$ cat src/hw/rtl/kalman_tilt_angle_filter_assert.svh
// Assertion macros for the Kalman tilt filter.
// Included by the top level; depends on nothing else.
`ifndef KALMAN_TILT_ANGLE_FILTER_ASSERT_SVH
`define KALMAN_TILT_ANGLE_FILTER_ASSERT_SVH

// The consequent must hold in the same cycle as the antecedent.
`define KTA_ASSERT_NOW(lbl, clk, rst, ante, cons) \
   lbl: assert property (@(posedge clk) disable iff (rst) (ante) |-> (cons)) \
      else $error("kalman tilt filter assertion failed");

// The consequent must hold in the cycle after the antecedent.
`define KTA_ASSERT_NEXT(lbl, clk, rst, ante, cons) \
   lbl: assert property (@(posedge clk) disable iff (rst) (ante) |=> (cons)) \
      else $error("kalman tilt filter assertion failed");

`endif

$ cat src/hw/rtl/kta_pkg.sv
// Shared widths, register indexes, reset values and helpers of the tilt filter.
// Used by the interfaces, the arithmetic units and the top level.
package kta_pkg;

   localparam int SAMPLE_W  = 32;   // Q16.16 samples and results
   localparam int CFG_W     = 47;   // unsigned Q7.40 registers
   localparam int STATE_W   = 48;   // signed state words
   localparam int OPND_W    = 50;   // signed multiplier operands
   localparam int PROD_W    = 58;   // signed scaled product
   localparam int SUM_W     = 60;   // state plus product before clamping
   localparam int CSR_IDX_W = 2;

   // Register indexes.
   localparam logic [CSR_IDX_W-1:0] CSR_NOISE_ANGLE = 2'd0;
   localparam logic [CSR_IDX_W-1:0] CSR_NOISE_BIAS  = 2'd1;
   localparam logic [CSR_IDX_W-1:0] CSR_NOISE_MEAS  = 2'd2;
   localparam logic [CSR_IDX_W-1:0] CSR_TIME_STEP   = 2'd3;

   // Reset values in Q7.40: about 0.001, 0.003, 0.5 and 0.005.
   localparam logic [CFG_W-1:0] RST_NOISE_ANGLE = 47'd1099511628;
   localparam logic [CFG_W-1:0] RST_NOISE_BIAS  = 47'd3298534883;
   localparam logic [CFG_W-1:0] RST_NOISE_MEAS  = 47'd549755813888;
   localparam logic [CFG_W-1:0] RST_TIME_STEP   = 47'd5497558139;

   localparam logic signed [STATE_W-1:0] ONE_Q740 = 48'sh0100_0000_0000;

   // Handshake status of an iterative unit.
   typedef struct packed {
      logic busy;
      logic done;
   } unit_stat_type;

   // Clamp a wide sum to the signed 48-bit state range.
   function automatic logic signed [STATE_W-1:0] sat48(input logic signed [SUM_W-1:0] v);
      logic fits;
      fits = (v[SUM_W-1:STATE_W-1] == '0) || (v[SUM_W-1:STATE_W-1] == '1);
      if (fits) begin
         return v[STATE_W-1:0];
      end else if (v[SUM_W-1]) begin
         return {1'b1, {(STATE_W-1){1'b0}}};
      end else begin
         return {1'b0, {(STATE_W-1){1'b1}}};
      end
   endfunction

endpackage

$ cat src/hw/rtl/kta_mul.sv
// Shared Q7.40 multiplier: four 32x32 partial products, accumulated one at a time.
// Result is floor(a*b / 2^40). Depends on kta_pkg.
module kta_mul (
   input  logic                                clock,
   input  logic                                reset,
   input  logic                                start,
   input  logic signed [kta_pkg::OPND_W-1:0]   a,
   input  logic signed [kta_pkg::OPND_W-1:0]   b,
   output kta_pkg::unit_stat_type              stat,
   output logic signed [kta_pkg::PROD_W-1:0]   result
);

   localparam int MAG_W = kta_pkg::OPND_W - 1;
   localparam int ACC_W = 98;

   logic [MAG_W-1:0] xmag_ff, xmag_in, ymag_ff, ymag_in;
   logic             neg_ff, neg_in;
   logic [2:0]       cnt_ff, cnt_in;
   logic             busy_ff, busy_in, done_ff, done_in;
   logic [63:0]      pp_ff, pp_in;
   logic [1:0]       pshift_ff, pshift_in;
   logic [ACC_W-1:0] acc_ff, acc_in;
   logic signed [kta_pkg::PROD_W-1:0] result_ff, result_in;

   logic [31:0]      opx, opy;
   logic [ACC_W-1:0] pp_shifted;
   logic [ACC_W-41:0] mag_q;
   logic             rem_nz;

   // Select the halves for this cycle's partial product.
   always_comb begin
      opx = cnt_ff[1] ? {15'd0, xmag_ff[MAG_W-1:32]} : xmag_ff[31:0];
      opy = cnt_ff[0] ? {15'd0, ymag_ff[MAG_W-1:32]} : ymag_ff[31:0];
   end

   // Align the registered partial product to its weight.
   always_comb begin
      unique case (pshift_ff)
         2'd0:    pp_shifted = {34'd0, pp_ff};
         2'd1:    pp_shifted = {2'd0, pp_ff, 32'd0};
         default: pp_shifted = {pp_ff[33:0], 64'd0};
      endcase
   end

   assign mag_q  = acc_ff[ACC_W-1:40];
   assign rem_nz = |acc_ff[39:0];

   // Sequencing of the partial products and the final scaling.
   always_comb begin
      xmag_in   = xmag_ff;
      ymag_in   = ymag_ff;
      neg_in    = neg_ff;
      cnt_in    = cnt_ff;
      busy_in   = busy_ff;
      done_in   = 1'b0;
      pp_in     = 64'(opx * opy);
      pshift_in = 2'({1'b0, cnt_ff[1]} + {1'b0, cnt_ff[0]});
      acc_in    = acc_ff;
      result_in = result_ff;
      if (start) begin
         xmag_in = a[kta_pkg::OPND_W-1] ? MAG_W'(-a) : a[MAG_W-1:0];
         ymag_in = b[kta_pkg::OPND_W-1] ? MAG_W'(-b) : b[MAG_W-1:0];
         neg_in  = a[kta_pkg::OPND_W-1] ^ b[kta_pkg::OPND_W-1];
         cnt_in  = 3'd0;
         acc_in  = '0;
         busy_in = 1'b1;
      end else if (busy_ff) begin
         if (cnt_ff != 3'd0 && cnt_ff <= 3'd4) begin
            acc_in = acc_ff + pp_shifted;
         end
         if (cnt_ff == 3'd5) begin
            result_in = neg_ff ? -$signed(mag_q) - $signed({57'd0, rem_nz})
                               : $signed(mag_q);
            busy_in   = 1'b0;
            done_in   = 1'b1;
         end else begin
            cnt_in = cnt_ff + 3'd1;
         end
      end
   end

   always_ff @(posedge clock) begin
      xmag_ff   <= xmag_in;
      ymag_ff   <= ymag_in;
      neg_ff    <= neg_in;
      cnt_ff    <= cnt_in;
      pp_ff     <= pp_in;
      pshift_ff <= pshift_in;
      acc_ff    <= acc_in;
      result_ff <= result_in;
      if (reset) begin
         busy_ff <= 1'b0;
         done_ff <= 1'b0;
      end else begin
         busy_ff <= busy_in;
         done_ff <= done_in;
      end
   end

   assign stat.busy = busy_ff;
   assign stat.done = done_ff;
   assign result    = result_ff;

endmodule

$ cat config.mk
export PLATFORM = sky130hd
export DESIGN_NAME = kta_mul
export DESIGN_NICKNAME = d
export VERILOG_FILES = /design/src/hw/rtl/kalman_tilt_angle_filter_assert.svh /design/src/hw/rtl/kta_pkg.sv /design/src/hw/rtl/kta_mul.sv
export SDC_FILE = /design/constraint.sdc
export NUM_CORES = 2
export LEC_CHECK = 0
export BUFFER_PORTS_ARGS = -buffer_cell sky130_fd_sc_hd__buf_2
export CAP_MARGIN = 25
export CORE_ASPECT_RATIO = 0.6
export CORE_MARGIN = 2
export CORE_UTILIZATION = 50
export DETAILED_ROUTE_END_ITERATION = 7
export GPL_ROUTABILITY_DRIVEN = 1
export PLACE_DENSITY = 0.66
export SYNTH_ARGS = -nofsm -noshare
export SYNTH_HDL_FRONTEND = slang
export SYNTH_SLANG_ARGS = --single-unit
$ cat constraint.sdc
create_clock -name clock -period 25.3 [get_ports clock]
set_clock_uncertainty 0.15 [all_clocks]
set_input_delay 5.06 -clock clock [delete_from_list [all_inputs] [get_ports clock]]
set_output_delay 5.06 -clock clock [all_outputs]
set_load 0.005 [all_outputs]
==> summary.md <==
| Metric | Value |
|---|---|
| Status | `finished, final reports clean` |
| TritonCTS Sinks | `326` |
| Worst-margin pin slew | `1140 ps` |
| Fillers | `10.3k` |
| Via count | `47.6k` |
| Post-DP HPWL | `174,000 um` |
| Remaining DRCs | `0` |
| Post-synthesis register bit count | `326` |
| Worst-path fanout max | `47` |
| DIE AREA | `roughly 110,000 um^2` |
| Setup CP Type | `register to register` |
| TritonCTS clock tree | `yes` |
| Period utilisation layout | `0.391` |
| Crit path DAT | `a little over 10,000 ps` |
| Vias per cell | `5.98` |
| Pre-antenna DRT Iters | `6` |
| Hold Path Class | `register to register` |
| Setup_tns | `0 ps` |
| Layout cell share with drive strength beyond 1 | `0.0700` |
| Initial antenna violation count | `9` |
| I/O Buffers | `162` |
| Warnings, synthesis | `0` |
| Max Clk Rate | `0.101 GHz` |
| First-pass GRT wire length | `309,000 um` |
| Vias in the first global route | `~45k` |
| Max incr delay on CP | `roughly 850 ps` |
| Maximum number of pins on one net before global-route repair | `69` |
| Register area share after synthesis | `0.146` |
| Critical Path Sink Type | `register` |
| Final hold vios | `0` |
| I/O Pins | `163` |
| Bufs on Longest Clock Path | `3` |
| CP bufs+invs | `4` |
| Worst-path clk slew | `70 ps` |
| Routability Congestion | `1.04` |
| FF-to-FF setup slack | `15,400 ps` |
| Tot GR Track Use | `0.375` |
| Gate count of the mapped netlist | `6,471` |
| Total of max-cap violations | `0` |
| Average size of a mapped cell | `8.58 um^2` |
| Core box area | `110,000 um^2` |
| Worst path top cell family by delay | `adder cells` |
| Post-route ant nets | `0` |
| Clk_lat worst skew | `650 ps` |
| Nets | `about 7.9k` |
| Syn_nets | `about 8k` |
| Layout area overhead | `6.75%` |
| Root Driver | `clkbuf_16` |
| Setup bufs post-CTS | `0` |
| Main synth FF type | `dfxtp_1` |
| Crit-path slowest cell | `mux2i_1` |
| Routed wire length | `213,000 um` |
| CP Data Required Time | `25,640 ps` |
| RSZ-0062 raised after global routing | `no` |
| Starting density of the core | `0.505` |
| Die width | `434 um` |
| Ys async rst share | `0` |
| Crit start category | `register` |
| GR Overflow Total | `0` |
| DRT iter0 DRCs | `5,719` |
| Finish-stage setup viols | `0` |
| Num CTS Buffers | `37` |
| WL/cell | `~27 um` |
| Final Max Slew Viols | `0` |
| Tmin final | `9900 ps` |
| H-Tree Depth | `2` |
| Die H | `262 um` |
| Slew HR | `0.236` |
| Antenna diodes | `0` |
| Synthesized cell area | `between 50,000 and 60,000 um^2` |
| Post-CTS sizing | `0` |
| Cell mode on critical path | `fa_1` |
| Library cells used by synthesis | `81` |
| Floorplan row count | `between 90 and 100` |
| Post-CTS Hold Fix Bufs | `0` |
| EDFF count, synth | `157` |
[cell usage in the layout (no fill, tap or decap), drive strengths merged, types with 22 or more instances in the layout]
cell type,n
a21o,133
clkbuf,46
ha,424
or3,42
fa,897
o21bai,48
nor2b,58
o21ai,238
edfxtp,157
buf,270
nor2,770
nand4,79
xor2,67
a211oi,24
a31oi,22
mux2,32
and2,51
o21a,22
a21oi,348
nor3,43
mux2i,83
xnor2,212
a22o,36
and3,23
o31ai,43
inv,968
or4,29
nand2b,31
dfxtp,169
nand2,831
nand3,58
[final timing paths]
kind         depth (start not counted)         end  startpoint
max reg2reg                         25   pp_ff[62]   cnt_ff[0]
max                                 25   pp_ff[62]   cnt_ff[0]
min                                  2  acc_ff[19]  acc_ff[19]
min reg2reg                          2  acc_ff[19]  acc_ff[19]
[stage by stage]
step | setup WS (ps) | hold WS, ps | cells | area, um^2 | utilization
floorplan | 16160 | 299 | 6471 | 55500 | -
global placement | 15540 | 312 | 7886 | 57900 | 0.527
detailed placement | 15540 | 318 | 7890 | 58000 | 0.528
CTS | 15660 | 327 | 7958 | 59200 | 0.539
global route | 15090 | 351 | 7960 | 59300 | 0.539
finish | 15400 | 328 | 7960 | 59300 | 0.539
[cell type report]
type                       count  area, um^2  area share
clock buffer                  46        1050      0.0177
clock inverter                22         225     0.00380
inverter                     964        3620      0.0611
multi-input combinational   4844       42800       0.722
sequential                   326        8100       0.137
tap                         1488        1860      0.0314
timing repair buffer         270        1630      0.0276
[kinds of logic after synthesis]
family,share of synthesized area
AOI/OAI and AO/OA,0.118
xor gates and xnor gates,0.0440
adders and majority gates,0.419
buffers and inverters,0.0881
DFF,0.146
muxes,0.0215
and+or+nand+nor,0.163
[metal layers]
metal	global-route usage	routed length, um	part of all wire
met3	0.221	39300	0.18
met4	0.0724	4540	0.021
met1	0.584	98000	0.46
met2	0.421	70700	0.33
met5	0.0152	318	0.0015
[flip-flops by register name, indices dropped and copies added, names as in the netlist]
signal / flops
acc_ff: 98
pp_ff: 64
result: 58
xmag_ff: 49
ymag_ff: 49
cnt_ff: 3
pshift_ff: 2
busy_ff: 1
done_ff: 1
neg_ff: 1
[synthesized netlist by cell type (23+ instances only)]
| cell | number | area [um^2] |
|---|---|---|
| xor2_1 | 67 | 587 |
| a21oi_1 | 348 | 1740 |
| a22o_1 | 36 | 315 |
| nand2b_1 | 31 | 194 |
| nand3_1 | 58 | 290 |
| nand2_1 | 831 | 3120 |
| and3_1 | 23 | 144 |
| fa_1 | 897 | 18000 |
| mux2i_1 | 83 | 831 |
| dfxtp_1 | 169 | 3380 |
| nand4_1 | 79 | 494 |
| o21ai_0 | 237 | 1190 |
| nor3_1 | 43 | 215 |
| mux2_2 | 32 | 360 |
| nor2_1 | 770 | 2890 |
| o21bai_1 | 48 | 360 |
| or3_1 | 39 | 244 |
| ha_1 | 424 | 5310 |
| a211oi_1 | 24 | 180 |
| clkbuf_1 | 312 | 1170 |
| edfxtp_1 | 157 | 4710 |
| o31ai_1 | 41 | 308 |
| xnor2_1 | 212 | 1860 |
| a21o_1 | 133 | 998 |
| and2_1 | 51 | 319 |
| inv_1 | 963 | 3610 |
| nor2b_1 | 58 | 363 |
[worst min-delay path, stage by stage, from the launching register on]
cell	delay, ps
dfxtp_1	330
nand2_1	60
a21oi_1	50
Power is left out: the tool's default activity adds up to more than one toggle a clock period on the data nets, which glitch-free logic cannot reach.
