--- src/hw/rtl/kalman_tilt_angle_filter_assert.svh ---
// Assertion macros for the Kalman tilt filter.
// Included by the top level; depends on nothing else.
`ifndef KALMAN_TILT_ANGLE_FILTER_ASSERT_SVH
`define KALMAN_TILT_ANGLE_FILTER_ASSERT_SVH

// The consequent must hold in the same cycle as the antecedent.
`define KTA_ASSERT_NOW(lbl, clk, rst, ante, cons) \
   lbl: assert property (@(posedge clk) disable iff (rst) (ante) |-> (cons)) \
      else $error("kalman tilt filter assertion failed");

// The consequent must hold in the cycle after the antecedent.
`define KTA_ASSERT_NEXT(lbl, clk, rst, ante, cons) \
   lbl: assert property (@(posedge clk) disable iff (rst) (ante) |=> (cons)) \
      else $error("kalman tilt filter assertion failed");

`endif

--- src/hw/rtl/kta_pkg.sv ---
// Shared widths, register indexes, reset values and helpers of the tilt filter.
// Used by the interfaces, the arithmetic units and the top level.
package kta_pkg;

   localparam int SAMPLE_W  = 32;   // Q16.16 samples and results
   localparam int CFG_W     = 47;   // unsigned Q7.40 registers
   localparam int STATE_W   = 48;   // signed state words
   localparam int OPND_W    = 50;   // signed multiplier operands
   localparam int PROD_W    = 58;   // signed scaled product
   localparam int SUM_W     = 60;   // state plus product before clamping
   localparam int CSR_IDX_W = 2;

   // Register indexes.
   localparam logic [CSR_IDX_W-1:0] CSR_NOISE_ANGLE = 2'd0;
   localparam logic [CSR_IDX_W-1:0] CSR_NOISE_BIAS  = 2'd1;
   localparam logic [CSR_IDX_W-1:0] CSR_NOISE_MEAS  = 2'd2;
   localparam logic [CSR_IDX_W-1:0] CSR_TIME_STEP   = 2'd3;

   // Reset values in Q7.40: about 0.001, 0.003, 0.5 and 0.005.
   localparam logic [CFG_W-1:0] RST_NOISE_ANGLE = 47'd1099511628;
   localparam logic [CFG_W-1:0] RST_NOISE_BIAS  = 47'd3298534883;
   localparam logic [CFG_W-1:0] RST_NOISE_MEAS  = 47'd549755813888;
   localparam logic [CFG_W-1:0] RST_TIME_STEP   = 47'd5497558139;

   localparam logic signed [STATE_W-1:0] ONE_Q740 = 48'sh0100_0000_0000;

   // Handshake status of an iterative unit.
   typedef struct packed {
      logic busy;
      logic done;
   } unit_stat_type;

   // Clamp a wide sum to the signed 48-bit state range.
   function automatic logic signed [STATE_W-1:0] sat48(input logic signed [SUM_W-1:0] v);
      logic fits;
      fits = (v[SUM_W-1:STATE_W-1] == '0) || (v[SUM_W-1:STATE_W-1] == '1);
      if (fits) begin
         return v[STATE_W-1:0];
      end else if (v[SUM_W-1]) begin
         return {1'b1, {(STATE_W-1){1'b0}}};
      end else begin
         return {1'b0, {(STATE_W-1){1'b1}}};
      end
   endfunction

endpackage

--- src/hw/rtl/kta_div.sv ---
// Gain divider: (num << 40) / den, one restoring step per cycle.
// Truncates toward zero and clamps to the signed 48-bit range. Depends on kta_pkg.
module kta_div (
   input  logic                                clock,
   input  logic                                reset,
   input  logic                                start,
   input  logic signed [kta_pkg::STATE_W-1:0]  num,
   input  logic [kta_pkg::STATE_W-1:0]         den,
   output kta_pkg::unit_stat_type              stat,
   output logic signed [kta_pkg::STATE_W-1:0]  result
);

   localparam int W  = kta_pkg::STATE_W;
   localparam int QW = W - 1;

   logic [W-1:0]  d_ff, d_in, rem_ff, rem_in;
   logic [QW-1:0] nbits_ff, nbits_in, q_ff, q_in;
   logic [5:0]    cnt_ff, cnt_in;
   logic          neg_ff, neg_in, over_ff, over_in;
   logic          busy_ff, busy_in, done_ff, done_in;
   logic signed [W-1:0] result_ff, result_in;

   logic [W:0]    n_full;
   logic [W-1:0]  n_mag;
   logic [W:0]    shifted;
   logic          fits;

   assign n_full  = num[W-1] ? ((W+1)'(0) - {num[W-1], num}) : {1'b0, num};
   assign n_mag   = n_full[W-1:0];
   assign shifted = {rem_ff, nbits_ff[QW-1]};
   assign fits    = shifted >= {1'b0, d_ff};

   // One quotient bit per cycle; a quotient of 2^47 or more clamps.
   always_comb begin
      d_in      = d_ff;
      rem_in    = rem_ff;
      nbits_in  = nbits_ff;
      q_in      = q_ff;
      cnt_in    = cnt_ff;
      neg_in    = neg_ff;
      over_in   = over_ff;
      busy_in   = busy_ff;
      done_in   = 1'b0;
      result_in = result_ff;
      if (start) begin
         d_in     = den;
         rem_in   = {7'd0, n_mag[W-1:7]};
         nbits_in = {n_mag[6:0], 40'd0};
         q_in     = '0;
         cnt_in   = 6'(QW);
         neg_in   = num[W-1];
         over_in  = {7'd0, n_mag[W-1:7]} >= den;
         busy_in  = 1'b1;
      end else if (busy_ff) begin
         if (cnt_ff != 6'd0) begin
            rem_in   = fits ? W'(shifted - {1'b0, d_ff}) : shifted[W-1:0];
            q_in     = {q_ff[QW-2:0], fits};
            nbits_in = {nbits_ff[QW-2:0], 1'b0};
            cnt_in   = cnt_ff - 6'd1;
         end else begin
            if (over_ff) begin
               result_in = neg_ff ? {1'b1, {QW{1'b0}}} : {1'b0, {QW{1'b1}}};
            end else begin
               result_in = neg_ff ? -$signed({1'b0, q_ff}) : $signed({1'b0, q_ff});
            end
            busy_in = 1'b0;
            done_in = 1'b1;
         end
      end
   end

   always_ff @(posedge clock) begin
      d_ff      <= d_in;
      rem_ff    <= rem_in;
      nbits_ff  <= nbits_in;
      q_ff      <= q_in;
      cnt_ff    <= cnt_in;
      neg_ff    <= neg_in;
      over_ff   <= over_in;
      result_ff <= result_in;
      if (reset) begin
         busy_ff <= 1'b0;
         done_ff <= 1'b0;
      end else begin
         busy_ff <= busy_in;
         done_ff <= done_in;
      end
   end

   assign stat.busy = busy_ff;
   assign stat.done = done_ff;
   assign result    = result_ff;

endmodule

--- config.mk ---
export PLATFORM = sky130hd
export DESIGN_NAME = kta_div
export DESIGN_NICKNAME = d
export VERILOG_FILES = /design/src/hw/rtl/kalman_tilt_angle_filter_assert.svh /design/src/hw/rtl/kta_pkg.sv /design/src/hw/rtl/kta_div.sv
export SDC_FILE = /design/constraint.sdc
export NUM_CORES = 1
export LEC_CHECK = 0
export BUFFER_PORTS_ARGS = -buffer_cell sky130_fd_sc_hd__clkbuf_2
export CORE_MARGIN = 2
export CORE_UTILIZATION = 52
export CTS_CLUSTER_DIAMETER = 60
export DETAILED_ROUTE_END_ITERATION = 10
export GPL_ROUTABILITY_DRIVEN = 0
export PLACE_DENSITY = 0.81
export SLEW_MARGIN = 20
export SYNTH_ARGS = -nofsm -noshare
export SYNTH_HDL_FRONTEND = slang
export SYNTH_SLANG_ARGS = --single-unit
--- constraint.sdc ---
create_clock -name clock -period 6.4 [get_ports clock]
set_input_delay 1.28 -clock clock [delete_from_list [all_inputs] [get_ports clock]]
set_output_delay 1.28 -clock clock [all_outputs]
set_load 0.005 [all_outputs]
==> metrics.md, run 1 <==
| Metric | Value |
|---|---|
| Outcome | complete, no violations |
| Post-DP Area | 14700 µm² |
| Critical Path AT | 5.30 ns |
| Initial core utilization | 52.8% |
| RSZ-0062 raised after global routing | false |
| Port Buffers | 148 |
| Deepest clock path buffer count | 3 |
| I/O pins | 149 |
| CP startpoint kind | input pin |
| Pwr per Cell Area | 264 nW/µm² |
| Area grow syn2layout | 13.4% |
| Post-synthesis cell count | 1481 |
| Metal2 WL | 16200 µm |
| Yosys top cell area share | 31.8% |
| Routed Antenna Nets | 0 |
| WL final | 34400 µm |
| Worst Max-Slew Pin Slew | 1.04 ns |
| Hold Path Class | flop to flop |
| Psw | 1.21 mW |
| Global-route wire length before repair | 56000 µm |
| Internal power | 2.90 mW |
| Total of max-cap violations | 0 |
| Setup crit end | over_ff$_DFFE_PP_ |
| CTS buffer count | 25 |
| CORE AREA | 26100 µm² |
| Vias after detailed routing | 11900 |
| Die width | 167 µm |
| Total track usage | 24.1% |
| Design Area, Final | 15600 µm² |
| Final setup viols | 0 |
| Total power | 4.11 mW |
| Final HPWL DP | 24600 µm |
| Peak supply drop | 0.000250 V |
| Critical R2R Launch | rem_ff[11]$_DFFE_PP_ |
| Reg2Reg Capture Point | rem_ff[3]$_DFFE_PP_ |
| CTS resizes | 0 |
| H-tree depth | 1 |
| Flops & latches, synth | 208 |
| Tmin final | 5.01 ns |
| WL met3 | 2370 µm |
| Yosys top cell by area | edfxtp_1 |
| Synthesized Nets | 1674 |
| CP Data Required Time | 6.69 ns |
| Top layer in use | met4 |
| Rows | 59 |
| Initial drt markers | 1426 |
| R2R setup slack | 2.03 ns |
| Largest net degree at the start of global routing | 70 |
| Vias in the first global route | 11400 |
| # Post-CTS Setup Buffers | 0 |
| Flop pwr share | 37.9% |
| Crit Path Class | input pin to flop |
| Initial antenna violation count | 0 |
| Logic pwr share | 24.1% |
| Nets | 1771 |
| Post-synth EDFFs | 146 |
| Kind of end point of the critical path | flop |
| Remaining global-route overflow | 0 |
| Fin. Hold Viols | 0 |
| Avg Inst Size Synth | 9.29 µm² |
| Worst-skew pair later-pin latency | 0.53 ns |
| Leak Pwr | 6.66 nW |
| Max Fclk | 200 MHz |
| DIE HEIGHT | 167 µm |
| Critical path origin | num[0] |
| Max-slew violation count | 0 |
| Post-synthesis sequential area ratio | 40.9% |
| CTS Hold Bufs | 0 |
| Async S/R FF share, synth | 0% |
| Cells on worst reg2reg path | 10 |
| CP Max Fanout | 6 |
| Netlist cell types | 79 |
| Sw Share | 29.5% |
| Root Buffer | clkbuf_16 |
| Via-to-Cell Ratio | 6.16 |
| Die ar. | 27800 µm² |
| Fin crit share | 78.2% |
| CTS sink cnt | 208 |
| Ranking of synthesized cells by area | edfxtp_1 32%, dfxtp_1 9.0%, ha_1 8.5% |
| Skew final | 0.0201 ns |
| Setup TNS | 0 ns |
| Slew headroom | 28.8% |
| Clk pwr share | 37.9% |
| YS warnings | 0 |
| Drt wl/cell | 17.8 µm |
| Synthesized area | 13800 µm² |
| DRC | 0 |
| Wire length on met1 | 14800 µm |
| ANT cells | 0 |
| Share of layout cells above drive strength 1 | 15.1% |
| First-pass DRT Iterations | 5 |
| CTS tree | done |
| Primary FF master, synth | edfxtp_1 |
| Clock transition at path regs | 0.06 ns |
## metrics by stage
| stage | instances | worst slack, ns | utilization, % | hold WS (ns) |
|---|---|---|---|---|
| floorplan | 1481 | 1.45 | - | 0.458 |
| CTS | 1932 | 1.41 | 59.9 | 0.493 |
| global route | 1932 | 1.10 | 59.9 | 0.534 |
| detailed placement | 1886 | 0.852 | 56.4 | 0.479 |
| finish | 1932 | 1.39 | 59.9 | 0.490 |
| global placement | 1886 | 0.965 | 56.4 | 0.472 |
## how the worst min path moves through the flow
stage / start / end / cells past startpoint
4_1_cts: q_ff[1]$_SDFFE_PP0P_ / q_ff[2]$_SDFFE_PP0P_ / 1
6_report: q_ff[1]$_SDFFE_PP0P_ / q_ff[2]$_SDFFE_PP0P_ / 1
2_1_floorplan: cnt_ff[5]$_SDFFE_PP1P_ / cnt_ff[5]$_SDFFE_PP1P_ / 2
3_3_place_gp: cnt_ff[5]$_SDFFE_PP1P_ / cnt_ff[5]$_SDFFE_PP1P_ / 2
5_1_grt: q_ff[1]$_SDFFE_PP0P_ / q_ff[2]$_SDFFE_PP0P_ / 1
3_5_place_dp: q_ff[1]$_SDFFE_PP0P_ / q_ff[2]$_SDFFE_PP0P_ / 1
## power groups by stage
stage | logic, mW | registers (mW) | clock network (mW)
floorplan | 0.723 | 1.58 | 0
global placement | 0.937 | 1.59 | 0
detailed placement | 0.961 | 1.59 | 0
CTS | 0.973 | 1.56 | 1.58
global route | 1.09 | 1.57 | 1.64
finish | 0.994 | 1.56 | 1.56
## area by class of cell
type                            count  area (µm²)
Clock buffer                       33         707
Inverter                          115         433
Timing Repair Buffer              157         823
Fill cell                        2183       10400
Clock inverter                     13         208
Tap cell                          335         419
Multi-Input combinational cell   1071        7390
Sequential cell                   208        5630
## logic make-up (layout without fill, tap and decap cells)
kind of cell / Yosys count / after routing / share of synthesized area, %
AOI/OAI and AO/OA: 472 / 472 / 23.1
xor gates and xnor gates: 97 / 97 / 6.17
adders and majority gates: 94 / 94 / 8.60
buffers and inverters: 202 / 318 / 5.59
DFF: 208 / 208 / 40.9
muxes: 11 / 11 / 0.873
and+or+nand+nor: 397 / 397 / 14.8
## synth_stat cells, drive strengths merged (18+ instances only)
cell type    n
nor4        19
o31ai       20
ha          93
edfxtp     146
inv        114
nand4       21
o21ai       99
xnor2       69
nand2       94
xor2        28
o311ai      18
a21o        44
nor3        24
nand3       18
a22o        48
or3         23
dfxtp       62
clkbuf      78
or4         19
a21oi      131
nor2       122
## placed cells by master, fill, tap and decap left out, drive strengths merged, types with 10 or more instances in the layout
cell | Yosys | layout
o21a | 14 | 14
nand3 | 18 | 18
a221o | 12 | 12
nor3 | 24 | 24
edfxtp | 146 | 146
or3 | 23 | 23
a21oi | 131 | 131
xnor2 | 69 | 69
or4 | 19 | 19
a211oi | 16 | 16
o31ai | 20 | 20
nor2 | 122 | 122
nor2b | 12 | 12
inv | 114 | 116
o41ai | 15 | 15
o21ai | 99 | 99
nand4 | 21 | 21
a22o | 48 | 48
nor4 | 19 | 19
clkbuf | 78 | 180
xor2 | 28 | 28
buf | 9 | 10
ha | 93 | 93
nand2 | 94 | 94
o311ai | 18 | 18
a21o | 44 | 44
nand2b | 16 | 16
dfxtp | 62 | 62
## flip-flops by register name, summed over array words and instances, names as in the netlist
name	count
busy_ff	1
cnt_ff	6
d_ff	48
done_ff	1
nbits_ff	7
neg_ff	1
over_ff	1
q_ff	47
rem_ff	48
result	48
## layer usage
| layer | GRT usage [%] | vias to the layer above |
|---|---|---|
| met5 | 0 | - |
| met4 | 8.10 | 0 |
| met3 | 3.56 | 88 |
| met2 | 40.7 | 530 |
| met1 | 31.7 | 5589 |
| li1 | - | 5695 |
## worst max-delay path, stage by stage
cell and delay (ns):
clkbuf_2 0.09, inv_1 0.07, ha_1 0.16, nor2b_1 0.21, nand3_1 0.23, or3_4 0.44
nand2b_4 0.18, or3_4 0.44, or3b_4 0.43, o21ai_0 0.20, nand2_1 0.09, xor2_1 0.19
ha_1 0.27, nor2b_1 0.13, o21ai_0 0.14, nand2b_1 0.07, a21oi_1 0.14, nor2b_1 0.06
o21ai_0 0.18, o211ai_1 0.11, o21a_1 0.19
(Power assumes the default switching activity.)
==> run 2: changes to the inputs <==
clock period = 4.8 ns   (was 6.4 ns; I/O delays follow)
==> metrics.md, run 2 (synthesis results as in run 1) <==
| Metric | Value |
|---|---|
| Outcome | complete, no violations |
| Nets | 1813 |
| Worst Max-Slew Pin Slew | 1.05 ns |
| CP startpoint kind | input pin |
| Sw Share | 30.6% |
| Skew final | 0.0163 ns |
| WL final | 34700 µm |
| Largest net degree at the start of global routing | 70 |
| DIE HEIGHT | 167 µm |
| CTS tree | done |
| CTS resizes | 0 |
| Internal power | 3.61 mW |
| H-tree depth | 1 |
| Deepest clock path buffer count | 3 |
| Die width | 167 µm |
| CTS Hold Bufs | 0 |
| Number of buffers and inverters on the critical path | 2 |
| Worst path max stage delay | 0.41 ns |
| CP Data Required Time | 5.08 ns |
| Post-DP Area | 15000 µm² |
| Placed Cells | 1928 |
| Drt wl/cell | 17.6 µm |
| Initial antenna violation count | 1 |
| CORE AREA | 26100 µm² |
| Critical Path AT | 4.86 ns |
| RSZ-0062 raised after global routing | false |
| Port Buffers | 148 |
| Vias in the first global route | 11400 |
| Most frequent cells in the layout | 147 x clkbuf_2, 146 x edfxtp_1, 131 x a21oi_1 |
| Design Area, Final | 15800 µm² |
| CTS buffer count | 25 |
| First-pass DRT Iterations | 5 |
| Total track usage | 24.2% |
| Initial core utilization | 52.8% |
| Via-to-Cell Ratio | 6.07 |
| Total of max-cap violations | 0 |
| Slew headroom | 28.4% |
| Max-slew violation count | 0 |
| Clk pwr share | 34.1% |
| Commonest non-fill, non-tap cell in the layout | clkbuf_2 |
| Fin crit share | 95.3% |
| Logic pwr share | 25.9% |
| Fin cells | 1975 |
| Root Buffer | clkbuf_16 |
| Clock transition at path regs | 0.06 ns |
| Psw | 1.59 mW |
| Total power | 5.20 mW |
| DRC | 0 |
| Global-route wire length before repair | 56200 µm |
| Vias after detailed routing | 12000 |
| Routed Antenna Nets | 0 |
| Leak Pwr | 6.79 nW |
| Die ar. | 27800 µm² |
| Rows | 59 |
| Crit Path Class | input pin to flop |
| Hold Path Class | flop to flop |
| Pwr per Cell Area | 329 nW/µm² |
| Share of layout cells above drive strength 1 | 17.0% |
| CP max-delay cell | or3b_4 |
| Final setup viols | 0 |
| Final HPWL DP | 25500 µm |
| Initial drt markers | 1277 |
| Max Fclk | 219 MHz |
| Area grow syn2layout | 14.7% |
| WHS | 0.499 ns |
| CP Cell Sequence | clkbuf_2 -> inv_1 -> ha_1 -> nor2b_1 -> nand3_1 -> or3_4 -> nand2b_4 -> or3_4 -> or3b_4 -> o21ai_0 -> nand2_1 -> xor2_1 -> ha_1 -> nor2b_1 -> o21ai_0 -> nand2b_1 -> a21oi_1 -> nor2b_1 -> o21ai_0 -> o211ai_1 -> o21a_1 |
| Flop pwr share | 40.0% |
| Worst-skew pair later-pin latency | 0.54 ns |
| Fin. Hold Viols | 0 |
| I/O pins | 149 |
| Remaining global-route overflow | 0 |
| # Post-CTS Setup Buffers | 0 |
| CP Max Fanout | 3 |
| Peak supply drop | 0.000339 V |
| CTS sink cnt | 208 |
| Family with the most delay on the worst path | simple AND/OR/NAND/NOR gates |
| Kind of end point of the critical path | flop |
| Tmin final | 4.57 ns |
==> run 2: changes by cell type in the layout (fill, tap and decap cells not counted), moves of 2 or more <==
| cell | delta |
|---|---|
| clkinv_4 | -2 |
| bufinv_16 | -5 |
| buf_4 | +42 |
| clkbuf_1 | +3 |
==> run 2: stage by stage <==
step	setup slack [ns]	setup TNS, ns	util (%)
floorplan	0.166	0	-
global placement	-0.0301	-0.0301	57.6
detailed placement	-0.264	-0.264	57.6
CTS	0.291	0	60.6
global route	0.0267	0	60.6
finish	0.227	0	60.6
==> run 2: final cells by class <==
class	count	area, µm²
multi-input cells	1071	7390
well taps	335	419
repair buffers	199	1140
clock buffers	36	707
flip-flops and latches	208	5630
diodes	1	2.50
fillers	2167	10300
inverters	115	432
clock inverters	10	68.8
==> run 2: tightest hold or removal path, stage by stage, from the launching register on <==
cell and delay (ns):
dfxtp_1 0.35, xnor2_1 0.07, nand2_1 0.05
==> run 2: routing by layer <==
metal / vias up / part of all wire (%) / GRT usage (%)
met3: 74 / 8.4 / 4.30
met4: 0 / 2.7 / 7.80
li1: 5773 / - / -
met5: - / 0 / 0
met2: 526 / 47 / 40.3
met1: 5617 / 42 / 32.1
==> run 2: final timing paths <==
check	cells after the start	slack, ns	endpoint	from
max	21	0.23	over_ff$_DFFE_PP_	num[0]
min	2	0.50	cnt_ff[5]$_SDFFE_PP1P_	cnt_ff[5]$_SDFFE_PP1P_
max reg2reg	11	0.69	rem_ff[46]$_SDFFE_PP0P_	rem_ff[1]$_DFFE_PP_
min reg2reg	2	0.50	cnt_ff[5]$_SDFFE_PP1P_	cnt_ff[5]$_SDFFE_PP1P_
==> run 2: power groups by stage <==
stage	clock (mW)	sequential [mW]	combinational [mW]
2_1_floorplan	0	2.10	0.965
4_1_cts	1.81	2.08	1.32
3_5_place_dp	0	2.12	1.31
6_report	1.78	2.08	1.34
5_1_grt	1.88	2.09	1.48
3_3_place_gp	0	2.11	1.27
==> run 3: changes to the inputs <==
ABC_AREA = 1   (was not set)
PLACE_DENSITY = 0.8   (was 0.81)
==> metrics.md, run 3 <==
| Metric | Value |
|---|---|
| Setup TNS | 0 ns |
| Remaining global-route overflow | 0 |
| Largest net degree at the start of global routing | 97 |
| Final HPWL DP | 33700 µm |
| ANT cells | 0 |
| Port Buffers | 148 |
| I/O pins | 149 |
| Most frequent cells in the layout | 571 x nand2_1, 374 x inv_1, 211 x nor2_1 |
| WL final | 43500 µm |
| Die ar. | 31500 µm² |
| YS warnings | 0 |
| Kind of end point of the critical path | flop |
| CP Data Required Time | 5.20 ns |
| # Post-CTS Setup Buffers | 0 |
| Pwr per Cell Area | 310 nW/µm² |
| FF/Latch Area | 5630 µm² |
| Die width | 178 µm |
| CTS sink cnt | 208 |
| Design Area, Final | 17500 µm² |
| RSZ-0062 raised after global routing | false |
| Deepest clock path buffer count | 3 |
| Post-synth EDFFs | 146 |
| Synthesized area | 15700 µm² |
| Fin. Hold Viols | 0 |
| Ranking of synthesized cells by area | edfxtp_1 28%, nand2_1 14%, inv_1 9.0% |
| Share of layout cells above drive strength 1 | 10.9% |
| Worst-skew pair later-pin latency | 0.55 ns |
| Flop pwr share | 38.3% |
| Slew headroom | 17.4% |
| Post-synthesis sequential area ratio | 35.9% |
| Hold Path Class | flop to flop |
| Initial antenna violation count | 0 |
| CTS Hold Bufs | 0 |
| Logic pwr share | 27.4% |
| Number of buffers and inverters on the critical path | 1 |
| Max-slew violation count | 0 |
| Synthesized Nets | 2393 |
| Fillers | 2738 |
| Vias after detailed routing | 15200 |
| Fin crit share | 73.2% |
| Yosys top cell area share | 28.0% |
| Most common cell in the netlist | nand2_1 |
| CTS tree | done |
| CP startpoint kind | input pin |
| Crit Path Class | input pin to flop |
| Routed Antenna Nets | 0 |
| Family with the most delay on the worst path | simple AND/OR/NAND/NOR gates |
| Primary FF master, synth | edfxtp_1 |
| CTS resizes | 0 |
| Synth cell count leaders | 571 x nand2_1, 375 x inv_1, 211 x nor2_1, 146 x edfxtp_1, 123 x nand3_1 |
| Yosys top cell by area | edfxtp_1 |
| Async S/R FF share, synth | 0% |
| Drt wl/cell | 15.9 µm |
| Clk pwr share | 34.3% |
| Crit path top cell by count | nand4_1 |
| Total track usage | 27.4% |
| Initial core utilization | 52.8% |
| Clock transition at path regs | 0.06 ns |
| Tmin final | 3.51 ns |
| Critical Path AT | 3.91 ns |
| Commonest non-fill, non-tap cell in the layout | nand2_1 |
| Leak Pwr | 8.78 nW |
| Peak supply drop | 0.000269 V |
| First-pass DRT Iterations | 6 |
| CP Max Fanout | 3 |
| Post-synthesis cell count | 2200 |
| Worst path max stage delay | 0.58 ns |
| Worst Max-Slew Pin Slew | 1.23 ns |
| CORE AREA | 29600 µm² |
| Sw Share | 33.2% |
| Root Buffer | clkbuf_16 |
| Rows | 63 |
| WHS | 0.469 ns |
| DRC | 0 |
| Nets | 2524 |
| CP max-delay cell | nor4_1 |
| R2R setup slack | 1.35 ns |
| Via-to-Cell Ratio | 5.54 |
| Internal power | 3.63 mW |
| Outcome | complete, no violations |
| Flops & latches, synth | 208 |
| DIE HEIGHT | 178 µm |
| Vias in the first global route | 14300 |
| Netlist cell types | 51 |
| H-tree depth | 1 |
| Total of max-cap violations | 0 |
| Final setup viols | 0 |
| Initial drt markers | 1664 |
| Area grow syn2layout | 12.0% |
| Avg Inst Size Synth | 7.12 µm² |
| Global-route wire length before repair | 69700 µm |
| Skew final | 0.0253 ns |
| CP Cell Sequence | clkbuf_2 -> nor2_1 -> nand3_1 -> nor3_1 -> nand4_1 -> o21ai_2 -> o21ai_1 -> nand2_1 -> nand2_1 -> ha_1 -> nand4_1 -> nor4_1 -> nand4_1 -> nand4_1 |
| Post-DP Area | 16700 µm² |
| Psw | 1.81 mW |
| CTS buffer count | 25 |
| Multi-input logic area | 8330 µm² |
| Max Fclk | 285 MHz |
## run 3: cell count changes in the layout (fill, tap and decap cells not counted), moves of 20 or more
cell     before  now
nor2_1      118  211
a22o_1       48    0
xnor2_1      69   33
inv_1       113  374
nand2_1      94  571
a21o_1       44    2
a21oi_1     131   86
o22ai_1       3   47
nand4_1      21   41
buf_4        51    9
nand3_1      18  123
xor2_1       28   74
## run 3: power groups by stage
stage / clock (mW) / combinational, mW / sequential (mW)
floorplan: 0 / 1.06 / 2.11
global placement: 0 / 1.41 / 2.11
detailed placement: 0 / 1.44 / 2.12
CTS: 1.88 / 1.46 / 2.08
global route: 1.95 / 1.66 / 2.09
finish: 1.86 / 1.49 / 2.08
## run 3: area by class of cell
class                   count  area share [%]
clock buffers              35            3.95
clock inverters            11           0.678
inverters                 388            8.31
repair buffers            157            4.70
multi-input cells        1551            47.5
well taps                 390            2.78
flip-flops and latches    208            32.1
## run 3: logic make-up after synthesis
logic type / after synthesis / synth area share (%)
buffers and inverters: 441 / 10.9
AO/OA/AOI/OAI: 287 / 10.4
adder cells (fa/ha/maj): 94 / 7.56
AND/OR/NAND/NOR: 1063 / 29.2
flip-flops: 208 / 35.9
XOR/XNOR: 107 / 5.99
## run 3: stage by stage
step | power (mW) | std cells | setup WS (ns) | util (%)
final | 5.43 | 2740 | 1.29 | 59.2
after global routing | 5.69 | 2740 | 1.10 | 59.2
after CTS | 5.42 | 2740 | 1.39 | 59.2
after detailed placement | 3.56 | 2694 | 0.835 | 56.4
after global placement | 3.52 | 2694 | 0.951 | 56.4
after floorplan | 3.16 | 2200 | 1.05 | -
## run 3: worst paths after layout
kind                            from                       to  depth (start not counted)
max                          num[12]        over_ff$_DFFE_PP_                         14
min reg2reg  rem_ff[43]$_SDFFE_PP0P_  rem_ff[43]$_SDFFE_PP0P_                          2
min          rem_ff[43]$_SDFFE_PP0P_  rem_ff[43]$_SDFFE_PP0P_                          2
max reg2reg     rem_ff[31]$_DFFE_PP_     rem_ff[13]$_DFFE_PP_                         13
## run 3: layer usage
layer | wire (µm) | GRT usage, % | vias to the layer above
li1 | - | - | 7390
met1 | 17900 | 36.0 | 6846
met2 | 19000 | 43.6 | 802
met3 | 4400 | 4.86 | 148
met4 | 2170 | 13.1 | 0
met5 | 0 | 0 | -
## run 3: worst register-to-register path: stages (launching register included)
cell      delay [ns]
edfxtp_1        0.40
ha_1            0.37
nand2_1         0.14
inv_1           0.06
nand2_1         0.06
nand3_1         0.15
a21oi_1         0.22
nand2_1         0.11
nand2_1         0.07
nand2_1         0.07
inv_2           0.07
nand3_4         0.68
o21ai_1         0.66
o21ai_1         0.12
